File: src/ptc_pkg.sv
`default_nettype none
package ptc_pkg;
   localparam int unsigned DivSteps = 32;

   typedef enum logic [1:0] {
      CSR_TEMP_COEFFS       = 2'd0,
      CSR_PRESS_COEFFS_LOW  = 2'd1,
      CSR_PRESS_COEFFS_HIGH = 2'd2,
      CSR_PRESS_COEFF_NINE  = 2'd3
   } csr_index_type;

   // calibration set, widened to 32 bits (t1 and p1 zero extended, the rest sign extended)
   typedef struct packed {
      logic [31:0] t1;
      logic [31:0] t2;
      logic [31:0] t3;
      logic [31:0] p1;
      logic [31:0] p2;
      logic [31:0] p3;
      logic [31:0] p4;
      logic [31:0] p5;
      logic [31:0] p6;
      logic [31:0] p7;
      logic [31:0] p8;
      logic [31:0] p9;
   } coeff_type;

   // one divider lane entry
   typedef struct packed {
      logic        valid;
      logic        zero;
      logic        halve;
      logic [31:0] temp;
      logic [31:0] num;
      logic [31:0] den;
      logic [31:0] quo;
      logic [32:0] rem;
   } div_lane_type;

   function automatic logic [31:0] sx16(input logic [15:0] v);
      sx16 = {{16{v[15]}}, v};
   endfunction

   function automatic logic [31:0] asr(input logic [31:0] x, input logic [4:0] n);
      asr = 32'($signed(x) >>> n);
   endfunction

   function automatic logic [31:0] mul(input logic [31:0] a, input logic [31:0] b);
      mul = 32'(a * b);
   endfunction
endpackage
`default_nettype wire

File: src/ptc_back.sv
`default_nettype none
// final pressure correction
module ptc_back import ptc_pkg::*; (
   input  wire logic        clock,
   input  wire logic        reset,
   input  div_lane_type     in_lane,
   input  wire coeff_type   coeff,
   output logic             rsp_valid,
   output logic [31:0]      rsp_temp_centi,
   output logic [31:0]      rsp_pressure_pa,
   output logic             rsp_divisor_zero
);
   logic        t1_valid_ff, t1_zero_ff;
   logic [31:0] t1_temp_ff, t1_p_ff, t1_sq_ff;
   logic        t2_valid_ff, t2_zero_ff;
   logic [31:0] t2_temp_ff, t2_p_ff, t2_a_ff, t2_b_ff;
   logic        out_valid_ff, out_zero_ff;
   logic [31:0] out_temp_ff, out_p_ff;
   logic [31:0] p_in;

   assign p_in = in_lane.halve ? (in_lane.quo << 1) : in_lane.quo;

   always_ff @(posedge clock) begin
      if (reset) begin
         t1_valid_ff  <= 1'b0;
         t2_valid_ff  <= 1'b0;
         out_valid_ff <= 1'b0;
      end else begin
         t1_valid_ff  <= in_lane.valid;
         t2_valid_ff  <= t1_valid_ff;
         out_valid_ff <= t2_valid_ff;
      end
      t1_zero_ff  <= in_lane.zero;
      t1_temp_ff  <= in_lane.temp;
      t1_p_ff     <= p_in;
      t1_sq_ff    <= mul(p_in >> 3, p_in >> 3);
      t2_zero_ff  <= t1_zero_ff;
      t2_temp_ff  <= t1_temp_ff;
      t2_p_ff     <= t1_p_ff;
      t2_a_ff     <= mul(coeff.p9, t1_sq_ff >> 13);
      t2_b_ff     <= mul(t1_p_ff >> 2, coeff.p8);
      out_zero_ff <= t2_zero_ff;
      out_temp_ff <= t2_temp_ff;
      out_p_ff    <= t2_zero_ff ? 32'd0 : t2_p_ff +
                     asr(asr(t2_a_ff, 5'd12) + asr(t2_b_ff, 5'd13) + coeff.p7, 5'd4);
   end

   assign rsp_valid        = out_valid_ff;
   assign rsp_temp_centi   = out_temp_ff;
   assign rsp_pressure_pa  = out_p_ff;
   assign rsp_divisor_zero = out_zero_ff;
endmodule
`default_nettype wire

File: config.mk
export PLATFORM = sky130hd
export DESIGN_NAME = ptc_back
export DESIGN_NICKNAME = d
export VERILOG_FILES = /design/src/ptc_pkg.sv /design/src/ptc_back.sv
export SDC_FILE = /design/constraint.sdc
export NUM_CORES = 2
export LEC_CHECK = 0
export BUFFER_PORTS_ARGS = -buffer_cell sky130_fd_sc_hd__buf_2
export CAP_MARGIN = 20
export CORE_ASPECT_RATIO = 1.2
export CORE_UTILIZATION = 35
export CTS_CLUSTER_DIAMETER = 80
export DETAILED_ROUTE_END_ITERATION = 10
export PLACE_DENSITY = 0.58
export SLEW_MARGIN = 20
export SYNTH_ARGS = -nofsm -noshare
export SYNTH_HDL_FRONTEND = slang
export SYNTH_SLANG_ARGS = --single-unit
export TNS_END_PERCENT = 50
File: constraint.sdc
create_clock -name clock -period 15.8 [get_ports clock]
set_clock_uncertainty 0.15 [all_clocks]
set_input_delay 2.37 -clock clock [delete_from_list [all_inputs] [get_ports clock]]
set_output_delay 2.37 -clock clock [all_outputs]
set_load 0.05 [all_outputs]
==> results.md <==
* Least-Margin Pin Slew at 1.12 ns
* Number of hold buffers added after cts at 0
* Grt ovf at 0
* Vias at 34400
* Syn Inst Count at 5265
* Worst EP required at 16.08 ns
* Yosys warns at 0
* Die Span X at 343 um
* Worst r2r src: t1_p_ff[14]
* Reg2Reg Depth at 24
* Nature of the critical path endpoint: flip-flop
* XOR/XNOR Fraction of Synth Area at 4.10%
* Starting Density at 35.4%
* CP startpoint kind: input port
* CTS-repair resized insts at 0
* Top-area cell type share of the netlist area at 45.7%
* Synth Area in Compound Gates at 3.71%
* Drt drc at 0
* P&R area growth vs syn at 8.91%
* Detailed Route Iter0 Violations at 1870
* Pre-CTS setup slack at 3.31 ns
* Post-layout nets at 7443
* Final ANT Viol Nets at 0
* Number of fill cells at 13900
* DR WL/cell at 18.3 um
* Hold_ws at 0.170 ns
* Routability congestion estimate at 0.854
* FF-to-FF End: t2_b_ff[31]
* Fmax at 84.2 MHz
* Vias per cell at 4.75
* Max Cap Viol at 0
* HP Start: t2_temp_ff[22]
* #FFs+latches synth at 256
* Buf+Inv Stages, Crit Path at 5
* Period utilisation layout at 75.2%
* Post-synthesis sequential area ratio at 10.5%
* Synth area leaders: fa_1 (46%), dfxtp_1 (10%), inv_1 (10%), ha_1 (9.9%), and2_1 (5.3%)
* TNS Setup at 0 ns
* Max-slew violations at 0
* Critical Path AT at 12.16 ns
* CTS tree: yes
* CTS max path bufs at 3
* Endpoint, Worst Hold: rsp_temp_centi[22]
* Mux cell area share after synthesis at 0.682%
* CTS Buf Count at 36
* CP Max Fanout at 33
* Asr flop ratio synth at 0%
* Clock root cell: clkbuf_16
* Placed Cells at 7163
* I/O pin cnt at 616
* Leading register cell type out of synthesis: dfxtp_1
* H-tree Lvls at 2
* Largest net degree at the start of global routing at 34
* Clock Latency Late Sink at 0.58 ns
* Chip height at 412 um
* GRT Overall Usage at 19.5%
* First-pass GRT wire length at 212 mm
* Port Buffers at 230
* Placement row count at 149
* CP max stage delay at 0.90 ns
* Worst slew margin at 25.2%
* Synth Area in Simple Gates at 13.8%
* Syn nets at 7319
* Min Clock Period, post-route at 11.88 ns
* RSZ-0062 raised after global routing: false
* Vias in the first global route at 38000
* CP Class: input port to flip-flop
* Core Footprint at 138000 um^2
* Number of synthesized flops with an enable pin at 0
* CP max-delay cell: mux2i_1
* Hold path depth at 0
* Final HPWL DP at 106 mm
* Non-Filler Instances at 7235
* Netlist cell types at 66
* Initial antenna violation count at 16
* Share of cells above drive strength 1 at 6.68%
* Netlist Area Pre-Place at 49000 um^2
* CTS Sinks at 256
* Post-Synth Adder-Cell Area at 55.6%
* FF-to-FF setup slack at 7.59 ns
* Crit path max-delay family: adder cells
* TritonRoute pass-1 iters at 6
* Worst setup margin at 3.92 ns
* Most used cell, CP: fa_1
* Final Hold Fails at 0
* Post-CTS Setup Repair Bufs at 0
* Top cell type by total area after synthesis: fa_1
* Largest family of logic cells by synthesized area: adder cells
* Clock Pin Slew Worst Setup and Hold Paths at 0.06 ns
* Die Area at 141000 um^2
* Run status: complete, no violations
* Avg Cell Area, Syn at 9.30 um^2
* Final setup fails at 0
* Post-Route WL at 132 mm
* Hold WC Path Type: flip-flop to flip-flop
## worst max-delay path by stage
stage | end | slack, ns | from | cells past startpoint
floorplan | t1_sq_ff[31] | 4.91 | in_lane[161] | 30
global placement | t1_sq_ff[31] | 3.50 | in_lane[161] | 27
detailed placement | t1_sq_ff[31] | 3.31 | in_lane[161] | 27
CTS | t1_sq_ff[31] | 3.93 | in_lane[161] | 27
global route | t1_sq_ff[31] | 3.47 | in_lane[161] | 27
finish | t1_sq_ff[31] | 3.92 | in_lane[161] | 27
## state kept, by name (all words and copies together) (netlist names)
| signal | count |
|---|---|
| t2_temp_ff | 32 |
| t2_zero_ff | 1 |
| rsp_divisor_zero | 1 |
| t1_valid_ff | 1 |
| rsp_temp_centi | 32 |
| t2_p_ff | 32 |
| rsp_pressure_pa | 32 |
| t1_zero_ff | 1 |
| t2_a_ff | 20 |
| t1_p_ff | 31 |
| t2_b_ff | 19 |
| rsp_valid | 1 |
| t1_temp_ff | 32 |
| t2_valid_ff | 1 |
| t1_sq_ff | 20 |
## layout by cell type (no fill, tap or decap), types with 21 or more instances in the layout
master | Yosys | final
a21o_1 | 47 | 47
a21oi_1 | 86 | 86
and2_1 | 418 | 418
buf_2 | 0 | 230
buf_4 | 0 | 48
clkbuf_16 | 0 | 36
dfxtp_1 | 256 | 254
fa_1 | 1118 | 1118
ha_1 | 386 | 386
inv_1 | 1314 | 1314
mux2i_1 | 30 | 27
nand2_1 | 692 | 692
nand3_1 | 21 | 21
nor2_1 | 224 | 224
nor2b_1 | 30 | 30
o21a_1 | 34 | 34
o21ai_0 | 37 | 37
xnor2_1 | 178 | 178
xor2_1 | 51 | 51
## metrics by stage
step / util (%) / area, um^2
after floorplan: - / 49000
after global placement: 37.7 / 52000
after detailed placement: 37.7 / 52000
after CTS: 38.6 / 53300
after global routing: 38.6 / 53300
final: 38.6 / 53300
## area by class of cell
type                            instances  area (um^2)  share of cell area, %
Multi-Input combinational cell       3494        38200                   71.6
Timing Repair Buffer                  278         1510                   2.83
Clock buffer                           42          973                   1.83
Inverter                             1323         4970                   9.31
Clock inverter                         24          303                  0.568
Antenna cell                            6         15.0                 0.0282
Tap cell                             1812         2270                   4.25
Sequential cell                       256         5130                   9.62
## layer usage
layer,up-vias,wire [um],GRT usage (%)
met5,-,98,0
met4,14,3530,4.95
met3,221,7570,2.95
met2,935,64800,33.7
met1,17700,56100,25.4
li1,15500,-,-
## worst register-to-register path, cell delays in order, from the launching register on
cell and delay (ns):
dfxtp_1 0.94, and2_1 0.29, fa_1 0.42, fa_1 0.52
inv_1 0.05, fa_1 0.47, fa_1 0.51, inv_1 0.05
fa_1 0.56, fa_1 0.43, fa_1 0.50, inv_1 0.05
fa_1 0.50, inv_1 0.05, ha_1 0.33, and3_1 0.17
nand3_1 0.16, or2_2 0.33, a211oi_1 0.53, o21ai_1 0.25
a21oi_1 0.24, o21ai_0 0.13, nand2b_1 0.12, a21oi_1 0.09
xnor2_1 0.26
## synthesized netlist by cell type (21+ instances only)
library cell,count
clkbuf_1,187
a21oi_1,86
dfxtp_1,256
inv_1,1314
nand2_1,692
ha_1,386
fa_1,1118
nor2_1,224
o21a_1,34
o21ai_0,37
mux2i_1,30
xor2_1,51
nand3_1,21
a21o_1,47
and2_1,418
xnor2_1,178
nor2b_1,30
## cells by family (layout without fill, tap and decap cells)
group                      count (synthesis)  in the layout
AOI/OAI and AO/OA                        274            274
muxes                                     33             33
other                                      0              6
xor gates and xnor gates                 229            229
adders and majority gates               1504           1504
buffers and inverters                   1515           1667
and+or+nand+nor                         1454           1454
DFF                                      256            256
Power is not shown: default switching activity piles up to over one toggle a cycle in this logic, so the estimate is an artifact.
